File: src/rtl/cdq_pkg.sv
// ----------------------------------------------------------------------------
// cdq_pkg
// Shared types for the byte deque: opcodes, status codes, FSM states and
// the command/status bundles between controller and datapath.
// ----------------------------------------------------------------------------
package cdq_pkg;

   typedef enum logic [2:0] {
      OP_NOP        = 3'd0,
      OP_PUSH_FRONT = 3'd1,
      OP_PUSH_BACK  = 3'd2,
      OP_POP_FRONT  = 3'd3,
      OP_POP_BACK   = 3'd4
   } opcode_type;

   typedef enum logic [1:0] {
      ST_OK        = 2'd0,
      ST_UNDERFLOW = 2'd1,
      ST_OVERFLOW  = 2'd2
   } status_type;

   typedef enum logic {
      S_IDLE = 1'b0,
      S_RESP = 1'b1
   } state_type;

   // controller -> datapath
   typedef struct packed {
      logic       capture;     // item accepted this cycle
      logic       push_front;
      logic       push_back;
      logic       pop_front;
      logic       pop_back;
      status_type status;
      logic       respond;     // result cycle
   } cmd_type;

   // datapath -> controller
   typedef struct packed {
      logic empty;
      logic full;
   } dp_status_type;

endpackage

File: src/rtl/cdq_ctrl.sv
// ----------------------------------------------------------------------------
// cdq_ctrl
// Two-state controller: accepts an item, decodes it against the
// empty/full status, then presents the result in S_RESP.
// ----------------------------------------------------------------------------
module cdq_ctrl
   import cdq_pkg::*;
(
   input  logic          clock,
   input  logic          reset,
   input  logic          start,
   input  logic [2:0]    req_opcode,
   input  dp_status_type dp_status,
   output cmd_type       cmd,
   output logic          busy
);

   state_type state_ff;
   state_type state_in;

   always_ff @(posedge clock) begin
      if (reset) begin
         state_ff <= S_IDLE;
      end else begin
         state_ff <= state_in;
      end
   end

   // next state
   always_comb begin
      state_in = state_ff;
      case (state_ff)
         S_IDLE: begin
            if (start) begin
               state_in = S_RESP;
            end
         end
         S_RESP: begin
            state_in = S_IDLE;
         end
         default: begin
            state_in = S_IDLE;
         end
      endcase
   end

   // outputs
   always_comb begin
      cmd        = '0;
      cmd.status = ST_OK;
      busy       = 1'b0;
      case (state_ff)
         S_IDLE: begin
            if (start) begin
               cmd.capture = 1'b1;
               case (opcode_type'(req_opcode))
                  OP_PUSH_FRONT: begin
                     if (dp_status.full) cmd.status = ST_OVERFLOW;
                     else                cmd.push_front = 1'b1;
                  end
                  OP_PUSH_BACK: begin
                     if (dp_status.full) cmd.status = ST_OVERFLOW;
                     else                cmd.push_back = 1'b1;
                  end
                  OP_POP_FRONT: begin
                     if (dp_status.empty) cmd.status = ST_UNDERFLOW;
                     else                 cmd.pop_front = 1'b1;
                  end
                  OP_POP_BACK: begin
                     if (dp_status.empty) cmd.status = ST_UNDERFLOW;
                     else                 cmd.pop_back = 1'b1;
                  end
                  default: begin
                     cmd.status = ST_OK;
                  end
               endcase
            end
         end
         S_RESP: begin
            busy        = 1'b1;
            cmd.respond = 1'b1;
         end
         default: begin
            busy = 1'b0;
         end
      endcase
   end

endmodule

File: src/rtl/cdq_dpath.sv
// ----------------------------------------------------------------------------
// cdq_dpath
// Deque datapath: circular buffer memory, head/tail/count registers and
// cached front/back bytes. A pop that leaves items refills the cache from the memory.
// ----------------------------------------------------------------------------
module cdq_dpath
   import cdq_pkg::*;
#(
   parameter int DEPTH = 16
)
(
   input  logic          clock,
   input  logic          reset,
   input  cmd_type       cmd,
   input  logic [7:0]    req_data_byte,
   output dp_status_type dp_status,
   output logic [7:0]    rsp_front_byte,
   output logic [7:0]    rsp_back_byte,
   output logic          rsp_is_empty,
   output logic          rsp_is_full,
   output logic [1:0]    rsp_status
);

   localparam int IDX_W = (DEPTH > 1) ? $clog2(DEPTH) : 1;
   localparam int CNT_W = $clog2(DEPTH + 1);
   localparam logic [IDX_W-1:0] LAST_IDX = IDX_W'(DEPTH - 1);
   localparam logic [CNT_W-1:0] FULL_CNT = CNT_W'(DEPTH);
   localparam logic [CNT_W-1:0] ONE_CNT  = CNT_W'(1);

   logic [7:0] mem [DEPTH];

   logic [IDX_W-1:0] head_ff, head_in;
   logic [IDX_W-1:0] tail_ff, tail_in;
   logic [CNT_W-1:0] count_ff, count_in;
   logic [7:0]       front_ff, front_in;
   logic [7:0]       back_ff, back_in;
   status_type       status_ff, status_in;
   logic             fix_front_ff, fix_front_in;
   logic             fix_back_ff, fix_back_in;
   logic [7:0]       rd_data_ff;

   logic             wr_en;
   logic [IDX_W-1:0] wr_addr;
   logic [IDX_W-1:0] rd_addr;
   logic [IDX_W-1:0] head_inc, head_dec, tail_inc, tail_dec;
   logic             is_empty;
   logic [7:0]       front_now, back_now;

   assign head_inc = (head_ff == LAST_IDX) ? '0 : head_ff + 1'b1;
   assign head_dec = (head_ff == '0) ? LAST_IDX : head_ff - 1'b1;
   assign tail_inc = (tail_ff == LAST_IDX) ? '0 : tail_ff + 1'b1;
   assign tail_dec = (tail_ff == '0) ? LAST_IDX : tail_ff - 1'b1;

   assign is_empty        = (count_ff == '0);
   assign dp_status.empty = is_empty;
   assign dp_status.full  = (count_ff == FULL_CNT);

   always_comb begin
      head_in      = head_ff;
      tail_in      = tail_ff;
      count_in     = count_ff;
      front_in     = front_ff;
      back_in      = back_ff;
      status_in    = status_ff;
      fix_front_in = fix_front_ff;
      fix_back_in  = fix_back_ff;
      wr_en        = 1'b0;
      wr_addr      = head_dec;
      rd_addr      = head_inc;

      if (cmd.capture) begin
         status_in    = cmd.status;
         fix_front_in = 1'b0;
         fix_back_in  = 1'b0;
      end

      if (cmd.push_front) begin
         wr_en    = 1'b1;
         wr_addr  = head_dec;
         head_in  = head_dec;
         count_in = count_ff + 1'b1;
         front_in = req_data_byte;
         if (is_empty) back_in = req_data_byte;
      end else if (cmd.push_back) begin
         wr_en    = 1'b1;
         wr_addr  = tail_inc;
         tail_in  = tail_inc;
         count_in = count_ff + 1'b1;
         back_in  = req_data_byte;
         if (is_empty) front_in = req_data_byte;
      end else if (cmd.pop_front || cmd.pop_back) begin
         count_in = count_ff - 1'b1;
         if (count_ff == ONE_CNT) begin
            // last element gone: back to the reset layout
            head_in = '0;
            tail_in = LAST_IDX;
         end else if (cmd.pop_front) begin
            rd_addr      = head_inc;
            head_in      = head_inc;
            fix_front_in = 1'b1;
         end else begin
            rd_addr     = tail_dec;
            tail_in     = tail_dec;
            fix_back_in = 1'b1;
         end
      end

      // fold the refilled byte into the cache after the result cycle
      if (cmd.respond) begin
         if (fix_front_ff) front_in = rd_data_ff;
         if (fix_back_ff)  back_in  = rd_data_ff;
         fix_front_in = 1'b0;
         fix_back_in  = 1'b0;
      end
   end

   always_ff @(posedge clock) begin
      if (reset) begin
         head_ff      <= '0;
         tail_ff      <= LAST_IDX;
         count_ff     <= '0;
         fix_front_ff <= 1'b0;
         fix_back_ff  <= 1'b0;
         status_ff    <= ST_OK;
      end else begin
         head_ff      <= head_in;
         tail_ff      <= tail_in;
         count_ff     <= count_in;
         fix_front_ff <= fix_front_in;
         fix_back_ff  <= fix_back_in;
         status_ff    <= status_in;
      end
   end

   always_ff @(posedge clock) begin
      front_ff <= front_in;
      back_ff  <= back_in;
   end

   // storage: one write port, one registered read port
   always_ff @(posedge clock) begin
      if (wr_en) begin
         mem[wr_addr] <= req_data_byte;
      end
      rd_data_ff <= mem[rd_addr];
   end

   assign front_now = fix_front_ff ? rd_data_ff : front_ff;
   assign back_now  = fix_back_ff  ? rd_data_ff : back_ff;

   assign rsp_front_byte = is_empty ? 8'd0 : front_now;
   assign rsp_back_byte  = is_empty ? 8'd0 : back_now;
   assign rsp_is_empty   = is_empty;
   assign rsp_is_full    = dp_status.full;
   assign rsp_status     = status_ff;

endmodule

File: src/rtl/char_deque.sv
// ----------------------------------------------------------------------------
// char_deque
// Double-ended queue of bytes on a circular buffer of DEPTH entries.
// ----------------------------------------------------------------------------
//
//   channel   ports                               handshake
//   -------   ---------------------------------   ---------------------------
//   request   req_opcode, req_data_byte           start high, busy low
//   response  rsp_front_byte, rsp_back_byte,      rsp_valid, one cycle,
//             rsp_is_empty, rsp_is_full,          no back-pressure
//             rsp_status
//
// On the accept edge the indices are updated and the single memory access
// is issued; the next cycle shows the result (rsp_valid) with busy high,
// and no new item is taken while busy is high. The registered memory read
// refills the front or back byte after a pop.
// Reset (synchronous) empties the deque; storage itself is not cleared.
// The receiver cannot stall: a result is gone after its one valid cycle.
//
module char_deque
   import cdq_pkg::*;
#(
   parameter int DEPTH = 16
)
(
   input  logic       clock,
   input  logic       reset,
   input  logic       start,
   output logic       busy,
   input  logic [2:0] req_opcode,
   input  logic [7:0] req_data_byte,
   output logic       rsp_valid,
   output logic [7:0] rsp_front_byte,
   output logic [7:0] rsp_back_byte,
   output logic       rsp_is_empty,
   output logic       rsp_is_full,
   output logic [1:0] rsp_status
);

   cmd_type       cmd;
   dp_status_type dp_status;

   // sequencing and opcode decode
   cdq_ctrl u_ctrl (
      .clock      (clock),
      .reset      (reset),
      .start      (start),
      .req_opcode (req_opcode),
      .dp_status  (dp_status),
      .cmd        (cmd),
      .busy       (busy)
   );

   // storage, indices, cached ends
   cdq_dpath #(
      .DEPTH (DEPTH)
   ) u_dpath (
      .clock          (clock),
      .reset          (reset),
      .cmd            (cmd),
      .req_data_byte  (req_data_byte),
      .dp_status      (dp_status),
      .rsp_front_byte (rsp_front_byte),
      .rsp_back_byte  (rsp_back_byte),
      .rsp_is_empty   (rsp_is_empty),
      .rsp_is_full    (rsp_is_full),
      .rsp_status     (rsp_status)
   );

   // result cycle is exactly the controller's respond cycle
   assign rsp_valid = cmd.respond;

endmodule

File: config.mk
export PLATFORM = sky130hd
export DESIGN_NAME = char_deque
export DESIGN_NICKNAME = d
export VERILOG_FILES = /design/src/rtl/cdq_pkg.sv /design/src/rtl/cdq_ctrl.sv /design/src/rtl/cdq_dpath.sv /design/src/rtl/char_deque.sv
export SDC_FILE = /design/constraint.sdc
export NUM_CORES = 1
export LEC_CHECK = 0
export ABC_CLOCK_PERIOD_IN_PS = 5550
export BUFFER_PORTS_ARGS = -buffer_cell sky130_fd_sc_hd__buf_2
export CORE_MARGIN = 2
export CORE_UTILIZATION = 55
export CTS_CLUSTER_DIAMETER = 80
export CTS_CLUSTER_SIZE = 30
export DETAILED_ROUTE_END_ITERATION = 8
export GPL_ROUTABILITY_DRIVEN = 0
export PLACE_DENSITY = 0.7
export SKIP_LAST_GASP = 1
export SYNTH_ARGS = -nofsm -noshare
export SYNTH_HDL_FRONTEND = slang
export SYNTH_SLANG_ARGS = --single-unit
File: constraint.sdc
create_clock -name clock -period 5.55 [get_ports clock]
set_clock_uncertainty 0.1 [all_clocks]
set_input_delay 0.2775 -clock clock [delete_from_list [all_inputs] [get_ports clock]]
set_output_delay 0.2775 -clock clock [all_outputs]
set_load 0.02 [all_outputs]
After elaboration in Yosys (flattened, before gate mapping)
Memories as Yosys holds them, arrays and structs flattened. A register that Yosys moved wholly into a read port is not among the register bits.
Cells that the tools add are included.
{ "totals": {"register_bits": 34, "out_inout_bits": 22, "inputBits": 14, "mem_count": 1, "wordCells": 108, "mem_bits_rw": 128} }
{ "op_classes": {"n_eq_ne": 10, "n_bitwise": 2, "n_mux": 67, "addsub": 6, "reduce_logical": 13} }
{ "memory_table": {"columns": ["memory", "words", "width", "read_ports", "rd_ports_with_merged_regs", "write_ports", "line", "source"], "rows": [
  ["u_dpath.mem", 16, 8, 1, 1, 1, "cdq_dpath.sv:30", "logic [7:0] mem [DEPTH];"]
]} }
{ "ops": {"columns": ["operator", "n"], "rows": [
  ["8-bit two-way mux", 14],
  ["4-bit two-way mux", 20],
  ["1-bit two-way mux", 25],
  ["5-bit two-way mux", 3],
  ["7-bit two-way mux", 2],
  ["4-bit by 1-bit adder with 4-bit output, second input constant", 2],
  ["4-bit equality test, second input constant", 2],
  ["4-bit zero test", 2],
  ["4-bit by 1-bit subtractor with 4-bit output, second input constant", 2],
  ["3-bit by 2-bit equality test with 1-bit output, second input constant", 2],
  ["3-bit AND reduction", 2],
  ["3-bit nonzero test", 2],
  ["2-bit OR reduction", 3],
  ["5-bit by 1-bit adder with 5-bit output, second input constant", 1],
  ["5-bit by 1-bit equality test with 1-bit output, second input constant", 1],
  ["5-bit equality test, second input constant", 1],
  ["5-bit zero test", 1],
  ["5-bit by 1-bit subtractor with 5-bit output, second input constant", 1],
  ["2-bit one-hot mux with 2 select lines", 1],
  ["2-bit nonzero test", 2],
  ["3-bit by 1-bit equality test with 1-bit output, second input constant", 1],
  ["3-bit equality test, second input constant", 1],
  ["3-bit inequality test, second input constant", 1],
  ["2-bit two-way mux", 1],
  ["other kinds (4)", 5]
]} }

Logic depth before layout (Yosys ltp)
Gate-level depths: netlist of the first run.
{ "logic_depth": {"ltp_word": 11, "depth_mapped": 11, "mapped_depth_nobuf": 8} }

Modules after synthesis
From an unflattened synthesis of the first run, not the netlist that was laid out.
{ "hier_totals": {"hier_cells": 609, "area_unflattened_um2": 7734.9} }
{ "modules_own_cells": {"columns": ["mod", "seq_area_each_um2", "area_each_um2", "instances", "cells_per_inst"], "rows": [
  ["cdq_dpath", 4664.5, 7594.8, 1, 592],
  ["cdq_ctrl", 20.0, 140.1, 1, 17]
]} }

Worst setup path before layout of the first run
OpenSTA, ideal clock, no wires.
{ "synth_path": {"path_type": "flip-flop to flip-flop", "startpoint": "register u_dpath.count_ff[0]", "endpoint": "memory u_dpath.mem[12][0] (enable)", "path_buffers": 2, "arrival_ps": 2427, "setup_ps": 370, "slack_ps": 2652, "path_stages_with_launch": 11, "period_less_slack_ps": 2898, "required_time_ps": 5080, "path_cell_list": "dfxtp_1 > inv_1 > ha_1 > and4bb_1 > buf_2 > or4_1 > buf_4 > a21oi_2 > a21o_1 > nand2_1 > nor2_1"} }
{ "synth_via": {"elab_chain_cells": 9, "word_cells_on_any_way": 12, "cone_classes": "1 x eq/ne; 11 x mux"} }
{ "synth_rtl": {"columns": ["item", "line", "source"], "rows": [
  ["start: declaration", "cdq_dpath.sv:34", "logic [CNT_W-1:0] count_ff, count_in;"],
  ["start signal: assignment", "cdq_dpath.sv:128", "count_ff <= count_in;"],
  ["5-bit equality test *", "cdq_dpath.sv:56", "assign dp_status.full = (count_ff == FULL_CNT);"],
  ["named net rsp_is_full", "char_deque.sv:36", "output logic rsp_is_full,"],
  ["1-bit two-way mux *", "cdq_ctrl.sv:58, cdq_ctrl.sv:62", null],
  ["1-bit two-way mux", "cdq_ctrl.sv:56", "case (opcode_type'(req_opcode))"],
  ["7-bit two-way mux *", "cdq_ctrl.sv:54", "if (start) begin"],
  ["7-bit two-way mux *", "cdq_ctrl.sv:52", "case (state_ff)"],
  ["1-bit two-way mux", "cdq_dpath.sv:84", "end else if (cmd.push_back) begin"],
  ["1-bit two-way mux", "cdq_dpath.sv:77", "if (cmd.push_front) begin"],
  ["1-bit two-way mux", "cdq_dpath.sv:142", "if (wr_en) begin"],
  ["1-bit two-way mux (implied by the code)", "cdq_dpath.sv:143", "mem[wr_addr] <= req_data_byte;"],
  ["end: declaration", "cdq_dpath.sv:30", null]
]} }
Mark *: on every way through the listed nets, which the timed path passes. The rest lies on a longest branch.

Worst setup path in the final report of the first run
{ "layout_path": {"startpoint": "register u_dpath.count_ff[0]", "endpoint": "register u_dpath.rd_data_ff[5], read port of u_dpath.mem"} }
{ "layout_via": {"elab_chain_cells": 10, "word_cells_on_any_way": 17, "cone_classes": "2 x eq/ne; 13 x mux; 2 x reduce/logical"} }
{ "layout_rtl": {"columns": ["item", "line", "source"], "rows": [
  ["5-bit zero test", "cdq_dpath.sv:54", "assign is_empty = (count_ff == '0);"],
  ["1-bit two-way mux", "cdq_ctrl.sv:66, cdq_ctrl.sv:70", null],
  ["1-bit two-way mux", "cdq_ctrl.sv:56", null],
  ["7-bit two-way mux", "cdq_ctrl.sv:54", null],
  ["7-bit two-way mux", "cdq_ctrl.sv:52", null],
  ["4-bit two-way mux", "cdq_dpath.sv:97", "end else if (cmd.pop_front) begin"],
  ["4-bit two-way mux", "cdq_dpath.sv:93", "if (count_ff == ONE_CNT) begin"],
  ["4-bit two-way mux", "cdq_dpath.sv:91", "end else if (cmd.pop_front || cmd.pop_back) begin"],
  ["4-bit two-way mux", "cdq_dpath.sv:84", null],
  ["4-bit two-way mux *", "cdq_dpath.sv:77", null],
  ["end: declaration", "cdq_dpath.sv:40", "logic [7:0] rd_data_ff;"]
]} }
Every way passes the cells marked *; elsewhere a longest branch is shown, timed or not.
A chain may end at the register's enable or synchronous reset.

==> run_summary.xml, run 1 <==
<?xml version="1.0" encoding="UTF-8"?>
<metrics>
  <group name="outcome">
    <metric name="run_status" unit="">finished, final reports clean</metric>
  </group>
  <group name="cts">
    <metric name="cts.hold.buffers_added" unit="">0</metric>
    <metric name="ctsLongestPathBuffers" unit="">2</metric>
    <metric name="clock_latency" unit="ps">430</metric>
    <metric name="clock_tree.root_cell" unit="">sky130_fd_sc_hd__clkbuf_16</metric>
    <metric name="ctsHtreeMaxLevel" unit="">4</metric>
    <metric name="cts.clk_slew.worst_paths" unit="ps">70</metric>
    <metric name="number_of_clock_sinks_seen_by_cts" unit="">170</metric>
    <metric name="cts_setup_buffers" unit="">0</metric>
    <metric name="cts_inserted_buffers" unit="">17</metric>
    <metric name="cts-resized-gates" unit="">0</metric>
    <metric name="tritoncts" unit="">built</metric>
  </group>
  <group name="global_routing">
    <metric name="antenna_found_initial" unit="">0</metric>
    <metric name="grt_remaining_overflow" unit="">0</metric>
    <metric name="grt_pass1_vias" unit="">5041</metric>
    <metric name="largest_net_degree_at_the_start_of_global_routing" unit="">40</metric>
    <metric name="grt.total_usage" unit="%">24.14</metric>
    <metric name="global_route_wire_length_before_repair" unit="microns">29240</metric>
  </group>
  <group name="finish">
    <metric name="utilization" unit="%">61.56</metric>
    <metric name="n_fill_cell" unit="">1155</metric>
    <metric name="layout-drive-gt1-share" unit="%">25.00</metric>
    <metric name="antenna-diode-count" unit="">0</metric>
    <metric name="final_area" unit="sq mm">0.009428</metric>
    <metric name="syn2layout_area_growth" unit="%">8.872</metric>
    <metric name="nets" unit="">642</metric>
  </group>
  <group name="timing">
    <metric name="unrepaired_setup_endpoints_after_global_routing" unit="">false</metric>
    <metric name="final.setup.tns" unit="ps">0</metric>
    <metric name="timing_hold_violations_final" unit="">0</metric>
    <metric name="fin_hold_ws" unit="ps">74.01</metric>
    <metric name="clock.fmax" unit="MHz">272.9</metric>
    <metric name="timing_worst_slew_pin_value" unit="ps">1223</metric>
    <metric name="maxSlewHeadroom" unit="%">17.33</metric>
    <metric name="final_max_slew_viol_count" unit="">0</metric>
    <metric name="min_period_over_period" unit="%">66.03</metric>
    <metric name="setup_viol" unit="">0</metric>
    <metric name="shortest_clock_period_the_worst_path_allows_after_layout" unit="ps">3664</metric>
  </group>
  <group name="power">
    <metric name="static-leakage-power" unit="nW">3.510</metric>
    <metric name="vdd.ir_drop.worst" unit="V">0.0002058</metric>
    <metric name="fin_total_pwr" unit="mW">2.901</metric>
    <metric name="power.density_cell_area" unit="mW/mm^2">307.7</metric>
  </group>
  <group name="drt">
    <metric name="drc" unit="">0</metric>
    <metric name="initialDrtViolationCount" unit="">431</metric>
    <metric name="post_drt_via_cell_ratio" unit="">6.281</metric>
    <metric name="first_pass_iters" unit="">5</metric>
    <metric name="drt-total-wl" unit="microns">19190</metric>
    <metric name="vias" unit="">5295</metric>
    <metric name="drt.antenna.violating_nets" unit="">0</metric>
    <metric name="wl_per_cell" unit="microns">22.76</metric>
  </group>
  <group name="critical_path">
    <metric name="end_kind" unit="">register</metric>
    <metric name="r2r_cells" unit="">8</metric>
    <metric name="crit_type" unit="">register to register</metric>
    <metric name="arrival" unit="ps">3880</metric>
    <metric name="required" unit="ps">5770</metric>
    <metric name="worstSetupStartpointType" unit="">register</metric>
    <metric name="crit_fanout" unit="">39</metric>
  </group>
  <group name="synthesis">
    <metric name="synthDistinctLibCells" unit="">61</metric>
    <metric name="synthesis.nets" unit="">625</metric>
    <metric name="post_synth.cell_area_avg" unit="sq um">14.38</metric>
    <metric name="syn-cell-area" unit="sq mm">0.008660</metric>
    <metric name="synth_edf_count" unit="">128</metric>
    <metric name="yosys_most_used_dff" unit="">sky130_fd_sc_hd__edfxtp_1</metric>
    <metric name="synthesis.instances" unit="">602</metric>
    <metric name="synth-seq-area-share" unit="%">54.10</metric>
    <metric name="warnings_from_yosys" unit="">0</metric>
    <metric name="synthArstFlopShare" unit="%">0</metric>
    <metric name="synth-seq-cells" unit="">170</metric>
  </group>
  <group name="floorplanning">
    <metric name="die_area" unit="sq mm">0.01676</metric>
    <metric name="chipHeight" unit="microns">129.5</metric>
    <metric name="top_level_ports" unit="">36</metric>
    <metric name="fp.dieW" unit="microns">129.5</metric>
    <metric name="start_util" unit="%">56.54</metric>
    <metric name="placementRows" unit="">45</metric>
    <metric name="placeableCoreArea" unit="sq mm">0.01531</metric>
  </group>
  <group name="run">
    <metric name="drv_cap" unit="">0</metric>
  </group>
  <group name="place">
    <metric name="port-buffer-count" unit="">35</metric>
    <metric name="place.detailed.hpwl" unit="microns">12680</metric>
    <metric name="placedInstanceArea" unit="sq mm">0.008884</metric>
  </group>
  <group name="worst_hold_path">
    <metric name="whs_path_depth" unit="">4</metric>
    <metric name="tightest_hold_check_type" unit="">input port to register</metric>
  </group>
</metrics>
==> worst max-delay path, cell delays in order, from the launching register on <==
cell and delay (ps):
sky130_fd_sc_hd__dfxtp_1 420, sky130_fd_sc_hd__inv_1 100, sky130_fd_sc_hd__ha_1 210, sky130_fd_sc_hd__or4b_1 330, sky130_fd_sc_hd__nand4_4 830, sky130_fd_sc_hd__nor2_1 350
sky130_fd_sc_hd__a21o_1 660, sky130_fd_sc_hd__mux2i_1 210, sky130_fd_sc_hd__mux2_2 320
==> kinds of logic after synthesis <==
| family | Yosys count | synth area share (%) |
|---|---|---|
| simple gates | 139 | 8.105 |
| compound gates | 76 | 5.635 |
| flops | 170 | 54.10 |
| mux | 148 | 26.48 |
| fa+ha+maj | 9 | 1.300 |
| buf+inv | 52 | 3.569 |
| xor+xnor | 8 | 0.8090 |
==> metrics by stage <==
step / std cells / setup WS (ps)
after global routing: 843 / 1630
after floorplan: 602 / 2652
after global placement: 811 / 2102
after CTS: 843 / 1901
after detailed placement: 811 / 1920
final: 843 / 1886
==> sequential cells by signal, summed over array words and instances, names as in the netlist <==
| register | flops |
|---|---|
| u_dpath.count_ff | 5 |
| u_dpath.back_ff | 8 |
| u_dpath.fix_back_ff | 1 |
| u_dpath.head_ff | 4 |
| u_dpath.front_ff | 8 |
| u_dpath.rd_data_ff | 8 |
| u_dpath.fix_front_ff | 1 |
| u_ctrl.state_ff | 1 |
| u_dpath.mem | 128 |
| u_dpath.rsp_status | 2 |
| u_dpath.tail_ff | 4 |
==> power breakdown <==
| group | total, mW | internal (mW) | switching [mW] | leakage (nW) |
|---|---|---|---|---|
| registers | 1.45 | 1.42 | 0.0379 | 1.50 |
| logic | 0.345 | 0.149 | 0.197 | 1.75 |
| clock network | 1.10 | 0.582 | 0.518 | 0.262 |
==> synth_stat cells, types with 5 or more instances <==
master / instances / share of area [%]
sky130_fd_sc_hd__inv_1: 9 / 0.39
sky130_fd_sc_hd__a21oi_1: 13 / 0.75
sky130_fd_sc_hd__buf_1: 8 / 0.35
sky130_fd_sc_hd__nor2_1: 53 / 2.3
sky130_fd_sc_hd__dfxtp_1: 42 / 9.7
sky130_fd_sc_hd__nor3_1: 7 / 0.40
sky130_fd_sc_hd__o21ai_0: 27 / 1.6
sky130_fd_sc_hd__ha_1: 9 / 1.3
sky130_fd_sc_hd__mux4_2: 64 / 17
sky130_fd_sc_hd__mux2i_1: 75 / 8.7
sky130_fd_sc_hd__mux2_2: 9 / 1.2
sky130_fd_sc_hd__nand2_1: 37 / 1.6
sky130_fd_sc_hd__edfxtp_1: 128 / 44
sky130_fd_sc_hd__buf_6: 9 / 1.2
sky130_fd_sc_hd__clkbuf_1: 14 / 0.61
sky130_fd_sc_hd__a211oi_1: 5 / 0.43
sky130_fd_sc_hd__nand3_1: 7 / 0.40
sky130_fd_sc_hd__buf_4: 7 / 0.61
==> cell type report <==
type                    instances  area, sq um  share of cell area (%)
inverters                      10        37.54                  0.3981
clock inverters                14        115.1                   1.221
flip-flops and latches        170         4684                   49.69
repair buffers                 40        212.7                   2.256
clock buffers                  18        429.2                   4.552
multi-input cells             380         3685                   39.08
well taps                     211        264.0                   2.800
==> path summary, 6_finish.rpt <==
path                                            from                                  to  slack (ps)
setup / recovery    u_dpath.count_ff[0]$_SDFFE_PP0P_       u_dpath.rd_data_ff[5]$_DFF_P_        1890
hold / removal                                 start      u_dpath.fix_back_ff$_SDFF_PP0_          70
setup reg to reg    u_dpath.count_ff[0]$_SDFFE_PP0P_       u_dpath.rd_data_ff[5]$_DFF_P_        1890
hold reg to reg   u_dpath.rsp_status[0]$_SDFFE_PP0P_  u_dpath.rsp_status[0]$_SDFFE_PP0P_         400
==> per-layer routing <==
layer / track usage [%] / up-vias / routed length [microns]
met5: 0 / - / 0
met4: 9.045 / 0 / 426
met3: 5.078 / 29 / 1410
met2: 38.76 / 209 / 9377
met1: 32.90 / 2661 / 7973
li1: - / 2396 / -
==> layout by cell type (no fill, tap or decap), drive strengths merged, types with 7 or more instances in the layout <==
master and count:
o21ai 29, clkbuf 18, buf 40, edfxtp 128, mux4 64, inv 14, nand2 37, nor3 7
clkinv 7, ha 9, mux2 9, nor2 54, nand3 7, a21oi 14, mux2i 75, dfxtp 42
(Power assumes the default switching activity.)
==> run 2: changes to the inputs <==
--- a/config.mk
+++ b/config.mk
@@ -5,7 +5,7 @@
 export SDC_FILE = /design/constraint.sdc
 export NUM_CORES = 1
 export LEC_CHECK = 0
-export ABC_CLOCK_PERIOD_IN_PS = 5550
+export ABC_CLOCK_PERIOD_IN_PS = 3600
 export BUFFER_PORTS_ARGS = -buffer_cell sky130_fd_sc_hd__buf_2
 export CORE_MARGIN = 2
 export CORE_UTILIZATION = 55
==> constraint.sdc (replaced) <==
create_clock -name clock -period 3.6 [get_ports clock]
set_clock_uncertainty 0.1 [all_clocks]
set_input_delay 0.18 -clock clock [delete_from_list [all_inputs] [get_ports clock]]
set_output_delay 0.18 -clock clock [all_outputs]
set_load 0.02 [all_outputs]
==> run_summary.xml, run 2 (same netlist as run 1, synthesis figures left out) <==
<?xml version="1.0" encoding="UTF-8"?>
<metrics>
  <group name="critical_path">
    <metric name="arrival" unit="ps">3260</metric>
    <metric name="crit-reg2reg-launch" unit="">u_dpath.count_ff[0]$_SDFFE_PP0P_</metric>
    <metric name="required" unit="ps">3630</metric>
    <metric name="worstSetupStartpointType" unit="">register</metric>
    <metric name="crit_type" unit="">register to register</metric>
    <metric name="end_kind" unit="">register</metric>
    <metric name="crit_fanout" unit="">11</metric>
    <metric name="worstSetupStartpoint" unit="">u_dpath.count_ff[0]$_SDFFE_PP0P_</metric>
  </group>
  <group name="drt">
    <metric name="drc" unit="">0</metric>
    <metric name="drt.antenna.violating_nets" unit="">0</metric>
    <metric name="wl_per_cell" unit="microns">21.97</metric>
    <metric name="initialDrtViolationCount" unit="">469</metric>
    <metric name="vias" unit="">5330</metric>
    <metric name="drt-total-wl" unit="microns">19030</metric>
    <metric name="first_pass_iters" unit="">5</metric>
    <metric name="post_drt_via_cell_ratio" unit="">6.155</metric>
  </group>
  <group name="timing">
    <metric name="final_max_slew_viol_count" unit="">0</metric>
    <metric name="setup_viol" unit="">0</metric>
    <metric name="shortest_clock_period_the_worst_path_allows_after_layout" unit="ps">3234</metric>
    <metric name="unrepaired_setup_endpoints_after_global_routing" unit="">false</metric>
    <metric name="min_period_over_period" unit="%">89.82</metric>
    <metric name="timing_hold_violations_final" unit="">0</metric>
    <metric name="final.setup.tns" unit="ps">0</metric>
    <metric name="maxSlewHeadroom" unit="%">55.69</metric>
    <metric name="layout_setup_ws" unit="ps">366.4</metric>
    <metric name="timing_worst_slew_pin_value" unit="ps">659.2</metric>
    <metric name="clock.fmax" unit="MHz">309.3</metric>
  </group>
  <group name="floorplanning">
    <metric name="chipHeight" unit="microns">129.5</metric>
    <metric name="die_area" unit="sq mm">0.01676</metric>
    <metric name="fp.dieW" unit="microns">129.5</metric>
    <metric name="placeableCoreArea" unit="sq mm">0.01531</metric>
    <metric name="start_util" unit="%">56.54</metric>
    <metric name="placementRows" unit="">45</metric>
    <metric name="top_level_ports" unit="">36</metric>
  </group>
  <group name="cts">
    <metric name="ctsLongestPathBuffers" unit="">2</metric>
    <metric name="tritoncts" unit="">built</metric>
    <metric name="cts_setup_buffers" unit="">0</metric>
    <metric name="clock_latency" unit="ps">420</metric>
    <metric name="number_of_clock_sinks_seen_by_cts" unit="">170</metric>
    <metric name="clock_tree.root_cell" unit="">sky130_fd_sc_hd__clkbuf_16</metric>
    <metric name="cts_inserted_buffers" unit="">17</metric>
    <metric name="cts.clk_slew.worst_paths" unit="ps">60</metric>
    <metric name="ctsHtreeMaxLevel" unit="">4</metric>
  </group>
  <group name="run">
    <metric name="drv_cap" unit="">0</metric>
  </group>
  <group name="global_routing">
    <metric name="grt_pass1_vias" unit="">5196</metric>
    <metric name="grt.total_usage" unit="%">23.88</metric>
    <metric name="largest_net_degree_at_the_start_of_global_routing" unit="">34</metric>
    <metric name="global_route_wire_length_before_repair" unit="microns">29380</metric>
    <metric name="antenna_found_initial" unit="">0</metric>
    <metric name="grt_remaining_overflow" unit="">0</metric>
  </group>
  <group name="finish">
    <metric name="syn2layout_area_growth" unit="%">12.11</metric>
    <metric name="largest_register" unit="">u_dpath.mem</metric>
    <metric name="largest_register_ffs" unit="">128</metric>
    <metric name="final_area" unit="sq mm">0.009708</metric>
    <metric name="antenna-diode-count" unit="">0</metric>
    <metric name="nets" unit="">665</metric>
    <metric name="layout.cells.most_common" unit="">sky130_fd_sc_hd__edfxtp_1</metric>
    <metric name="layout-drive-gt1-share" unit="%">27.18</metric>
    <metric name="mostFrequentLayoutCells" unit="">128 x sky130_fd_sc_hd__edfxtp_1, 75 x sky130_fd_sc_hd__mux2i_1, 64 x sky130_fd_sc_hd__mux4_2</metric>
    <metric name="utilization" unit="%">63.39</metric>
    <metric name="n_fill_cell" unit="">1106</metric>
  </group>
  <group name="place">
    <metric name="placedInstanceArea" unit="sq mm">0.009099</metric>
    <metric name="place.detailed.hpwl" unit="microns">12670</metric>
    <metric name="port-buffer-count" unit="">35</metric>
    <metric name="detailedPlace.worstSlack" unit="ps">421.7</metric>
  </group>
  <group name="worst_hold_path">
    <metric name="hp-start" unit="">reset</metric>
    <metric name="tightest_hold_check_type" unit="">input port to register</metric>
  </group>
  <group name="power">
    <metric name="vdd.ir_drop.worst" unit="V">0.0002949</metric>
    <metric name="power.density_cell_area" unit="mW/mm^2">477.1</metric>
    <metric name="static-leakage-power" unit="nW">3.675</metric>
    <metric name="fin_total_pwr" unit="mW">4.632</metric>
  </group>
  <group name="outcome">
    <metric name="run_status" unit="">finished, final reports clean</metric>
  </group>
</metrics>
==> run 2: layout make-up <==
type	count	area (sq um)	share of cell area, %
flip-flops and latches	170	4684	48.25
inverters	10	37.54	0.3866
repair buffers	63	437.9	4.511
well taps	211	264.0	2.719
clock inverters	13	166.4	1.714
clock buffers	19	432.9	4.459
multi-input cells	380	3685	37.96
==> run 2: through the flow <==
stage	hold slack (ps)	cells
6_report	56.14	866
5_1_grt	61.92	866
4_1_cts	37.08	866
3_5_place_dp	382.8	833
3_3_place_gp	361.7	833
2_1_floorplan	178.9	602
==> run 2: worst max-delay path, stage by stage (launching register included) <==
cell and delay (ps):
sky130_fd_sc_hd__dfxtp_1 430, sky130_fd_sc_hd__inv_1 110, sky130_fd_sc_hd__ha_1 210, sky130_fd_sc_hd__and4bb_1 300, sky130_fd_sc_hd__or4_1 780, sky130_fd_sc_hd__a21oi_1 320, sky130_fd_sc_hd__or2_2 180, sky130_fd_sc_hd__nand2_1 150
sky130_fd_sc_hd__nor2_1 170, sky130_fd_sc_hd__buf_4 200
==> run 2: per-layer routing <==
| layer | global-route usage (%) | part of all wire [%] | vias to the layer above |
|---|---|---|---|
| li1 | - | - | 2436 |
| met1 | 32.39 | 43 | 2692 |
| met2 | 39.50 | 50 | 175 |
| met3 | 4.500 | 5.2 | 27 |
| met4 | 7.717 | 2.0 | 0 |
| met5 | 0 | 0 | - |
==> run 2: worst paths after layout <==
path / to / slack, ps / depth (start not counted)
worst max-delay path: u_dpath.mem[0][2]$_DFFE_PP_ / 370 / 9
worst min-delay path: u_dpath.rsp_status[1]$_SDFFE_PP0P_ / 60 / 2
worst max register to register: u_dpath.mem[0][2]$_DFFE_PP_ / 370 / 9
worst min register to register: u_dpath.front_ff[3]$_DFF_P_ / 390 / 2
==> run 2: power breakdown <==
group	leakage (nW)	switching, mW	internal [mW]
Sequential	1.50	0.0569	2.18
Clock	0.286	0.749	1.10
Combinational	1.89	0.303	0.240
==> run 2: timing repair <==
action                                 CTS  global route
gates resized for setup                  0             0
hold buffers                             1             0
endpoints found under the hold margin    1             0
==> run 3: changes to the inputs <==
--- a/config.mk
+++ b/config.mk
@@ -7,13 +7,15 @@
 export LEC_CHECK = 0
 export ABC_CLOCK_PERIOD_IN_PS = 3600
 export BUFFER_PORTS_ARGS = -buffer_cell sky130_fd_sc_hd__buf_2
+export CAP_MARGIN = 20
 export CORE_MARGIN = 2
-export CORE_UTILIZATION = 55
+export CORE_UTILIZATION = 50
 export CTS_CLUSTER_DIAMETER = 80
 export CTS_CLUSTER_SIZE = 30
 export DETAILED_ROUTE_END_ITERATION = 8
 export GPL_ROUTABILITY_DRIVEN = 0
-export PLACE_DENSITY = 0.7
+export PLACE_DENSITY = 0.65
+export RECOVER_POWER = 100
 export SKIP_LAST_GASP = 1
 export SYNTH_ARGS = -nofsm -noshare
 export SYNTH_HDL_FRONTEND = slang
==> run_summary.xml, run 3 (same netlist as run 1, synthesis figures left out) <==
<?xml version="1.0" encoding="UTF-8"?>
<metrics>
  <group name="drt">
    <metric name="drt-total-wl" unit="microns">19630</metric>
    <metric name="wl_per_cell" unit="microns">22.41</metric>
    <metric name="drt.antenna.violating_nets" unit="">0</metric>
    <metric name="drc" unit="">0</metric>
    <metric name="first_pass_iters" unit="">5</metric>
    <metric name="initialDrtViolationCount" unit="">432</metric>
    <metric name="post_drt_via_cell_ratio" unit="">6.087</metric>
    <metric name="vias" unit="">5332</metric>
  </group>
  <group name="finish">
    <metric name="nets" unit="">662</metric>
    <metric name="n_fill_cell" unit="">1365</metric>
    <metric name="layout.cells.most_common" unit="">sky130_fd_sc_hd__edfxtp_1</metric>
    <metric name="layout-drive-gt1-share" unit="%">21.97</metric>
    <metric name="largest_register" unit="">u_dpath.mem</metric>
    <metric name="syn2layout_area_growth" unit="%">10.29</metric>
    <metric name="mostFrequentLayoutCells" unit="">128 x sky130_fd_sc_hd__edfxtp_1, 75 x sky130_fd_sc_hd__mux2i_1, 64 x sky130_fd_sc_hd__mux4_2</metric>
    <metric name="antenna-diode-count" unit="">0</metric>
    <metric name="multi_input_area" unit="sq mm">0.003666</metric>
    <metric name="largest_register_ffs" unit="">128</metric>
    <metric name="register_area" unit="sq mm">0.004684</metric>
    <metric name="utilization" unit="%">55.80</metric>
  </group>
  <group name="global_routing">
    <metric name="global_route_wire_length_before_repair" unit="microns">30820</metric>
    <metric name="grt_remaining_overflow" unit="">0</metric>
    <metric name="grt_pass1_vias" unit="">5337</metric>
    <metric name="largest_net_degree_at_the_start_of_global_routing" unit="">38</metric>
    <metric name="antenna_found_initial" unit="">0</metric>
    <metric name="grt.total_usage" unit="%">22.67</metric>
  </group>
  <group name="timing">
    <metric name="shortest_clock_period_the_worst_path_allows_after_layout" unit="ps">3318</metric>
    <metric name="clock.fmax" unit="MHz">301.4</metric>
    <metric name="timing_worst_slew_pin_value" unit="ps">1059</metric>
    <metric name="final_max_slew_viol_count" unit="">0</metric>
    <metric name="final.setup.tns" unit="ps">0</metric>
    <metric name="timing_hold_violations_final" unit="">0</metric>
    <metric name="unrepaired_setup_endpoints_after_global_routing" unit="">false</metric>
    <metric name="maxSlewHeadroom" unit="%">29.38</metric>
    <metric name="min_period_over_period" unit="%">92.16</metric>
    <metric name="setup_viol" unit="">0</metric>
  </group>
  <group name="floorplanning">
    <metric name="chipHeight" unit="microns">135.6</metric>
    <metric name="fp.dieW" unit="microns">135.6</metric>
    <metric name="die_area" unit="sq mm">0.01839</metric>
    <metric name="placeableCoreArea" unit="sq mm">0.01712</metric>
    <metric name="placementRows" unit="">48</metric>
    <metric name="start_util" unit="%">50.59</metric>
    <metric name="top_level_ports" unit="">36</metric>
  </group>
  <group name="cts">
    <metric name="tritoncts" unit="">built</metric>
    <metric name="clock_tree.root_cell" unit="">sky130_fd_sc_hd__clkbuf_16</metric>
    <metric name="cts_setup_buffers" unit="">0</metric>
    <metric name="ctsHtreeMaxLevel" unit="">4</metric>
    <metric name="cts.clk_slew.worst_paths" unit="ps">70</metric>
    <metric name="ctsLongestPathBuffers" unit="">2</metric>
    <metric name="number_of_clock_sinks_seen_by_cts" unit="">170</metric>
    <metric name="clock_latency" unit="ps">430</metric>
    <metric name="cts_inserted_buffers" unit="">17</metric>
  </group>
  <group name="critical_path">
    <metric name="crit_fanout" unit="">11</metric>
    <metric name="r2r_cells" unit="">9</metric>
    <metric name="arrival" unit="ps">3320</metric>
    <metric name="end_kind" unit="">register</metric>
    <metric name="required" unit="ps">3610</metric>
    <metric name="crit_type" unit="">register to register</metric>
    <metric name="worstSetupStartpointType" unit="">register</metric>
  </group>
  <group name="place">
    <metric name="port-buffer-count" unit="">35</metric>
    <metric name="place.detailed.hpwl" unit="microns">12630</metric>
  </group>
  <group name="worst_hold_path">
    <metric name="whs_path_depth" unit="">2</metric>
    <metric name="tightest_hold_check_type" unit="">input port to register</metric>
  </group>
  <group name="outcome">
    <metric name="run_status" unit="">finished, final reports clean</metric>
  </group>
  <group name="power">
    <metric name="power.density_cell_area" unit="mW/mm^2">476.1</metric>
    <metric name="vdd.ir_drop.worst" unit="V">0.0003461</metric>
    <metric name="static-leakage-power" unit="nW">3.506</metric>
  </group>
  <group name="run">
    <metric name="drv_cap" unit="">0</metric>
  </group>
</metrics>
-- run 3: changes by cell type in the layout (fill, tap and decap cells not counted), sizes merged --
cell	before	now
buf	62	15
bufinv	3	1
clkbuf	19	62
clkinv	6	3
clkinvlp	2	3
inv	12	16
-- run 3: area by class of cell --
| type | instances | area share, % |
|---|---|---|
| clock inverter | 13 | 1.415 |
| inverter | 10 | 0.3930 |
| clock buffer | 18 | 4.494 |
| multi-input combinational | 380 | 38.39 |
| sequential | 170 | 49.05 |
| timing repair buffer | 60 | 3.315 |
| tap | 225 | 2.948 |
-- run 3: worst max-delay path, stage by stage (launching register included) --
cell and delay, ps:
sky130_fd_sc_hd__dfxtp_1 430, sky130_fd_sc_hd__inv_1 110, sky130_fd_sc_hd__ha_1 220, sky130_fd_sc_hd__and4bb_1 300
sky130_fd_sc_hd__or4_1 780, sky130_fd_sc_hd__a21oi_1 330, sky130_fd_sc_hd__or2_2 180, sky130_fd_sc_hd__nand2_1 110
sky130_fd_sc_hd__nor2_1 140, sky130_fd_sc_hd__clkbuf_2 290
-- run 3: path summary, 6_finish.rpt --
kind                                        endpoint  slack (ps)                          startpoint
hold reg to reg   u_dpath.rsp_status[0]$_SDFFE_PP0P_         410  u_dpath.rsp_status[0]$_SDFFE_PP0P_
hold / removal      u_dpath.count_ff[2]$_SDFFE_PP0P_          40                               reset
setup reg to reg         u_dpath.mem[0][4]$_DFFE_PP_         280    u_dpath.count_ff[0]$_SDFFE_PP0P_
setup / recovery         u_dpath.mem[0][4]$_DFFE_PP_         280    u_dpath.count_ff[0]$_SDFFE_PP0P_
-- run 3: routing by layer --
| layer | global-route usage, % | share of wire [%] |
|---|---|---|
| met1 | 31.48 | 45 |
| met2 | 36.42 | 48 |
| met3 | 5.051 | 5.5 |
| met4 | 6.019 | 1.4 |
| met5 | 0 | 0 |
-- run 3: metrics by stage --
step | hold slack [ps] | instances | setup WS [ps] | power [mW] | instance area [sq um]
after global placement | 361.8 | 844 | 495.4 | 2.813 | 9069
after CTS | 16.13 | 876 | 427.9 | 4.582 | 9643
final | 37.74 | 876 | 282.2 | 4.547 | 9550
after global routing | 54.73 | 876 | 125.3 | 4.709 | 9550
after detailed placement | 391.0 | 844 | 455.9 | 2.829 | 9069
after floorplan | 178.9 | 602 | 702.4 | 2.663 | 8660
-- run 3: timing repair --
action	in CTS	in global routing
resized for setup	0	0
hold buffers	1	0
hold endpoints to repair	1	0
-- run 3: where the power goes --
group	total (mW)	internal, mW	switching (mW)
clock network	1.77	0.970	0.800
logic	0.533	0.226	0.307
registers	2.24	2.18	0.0586
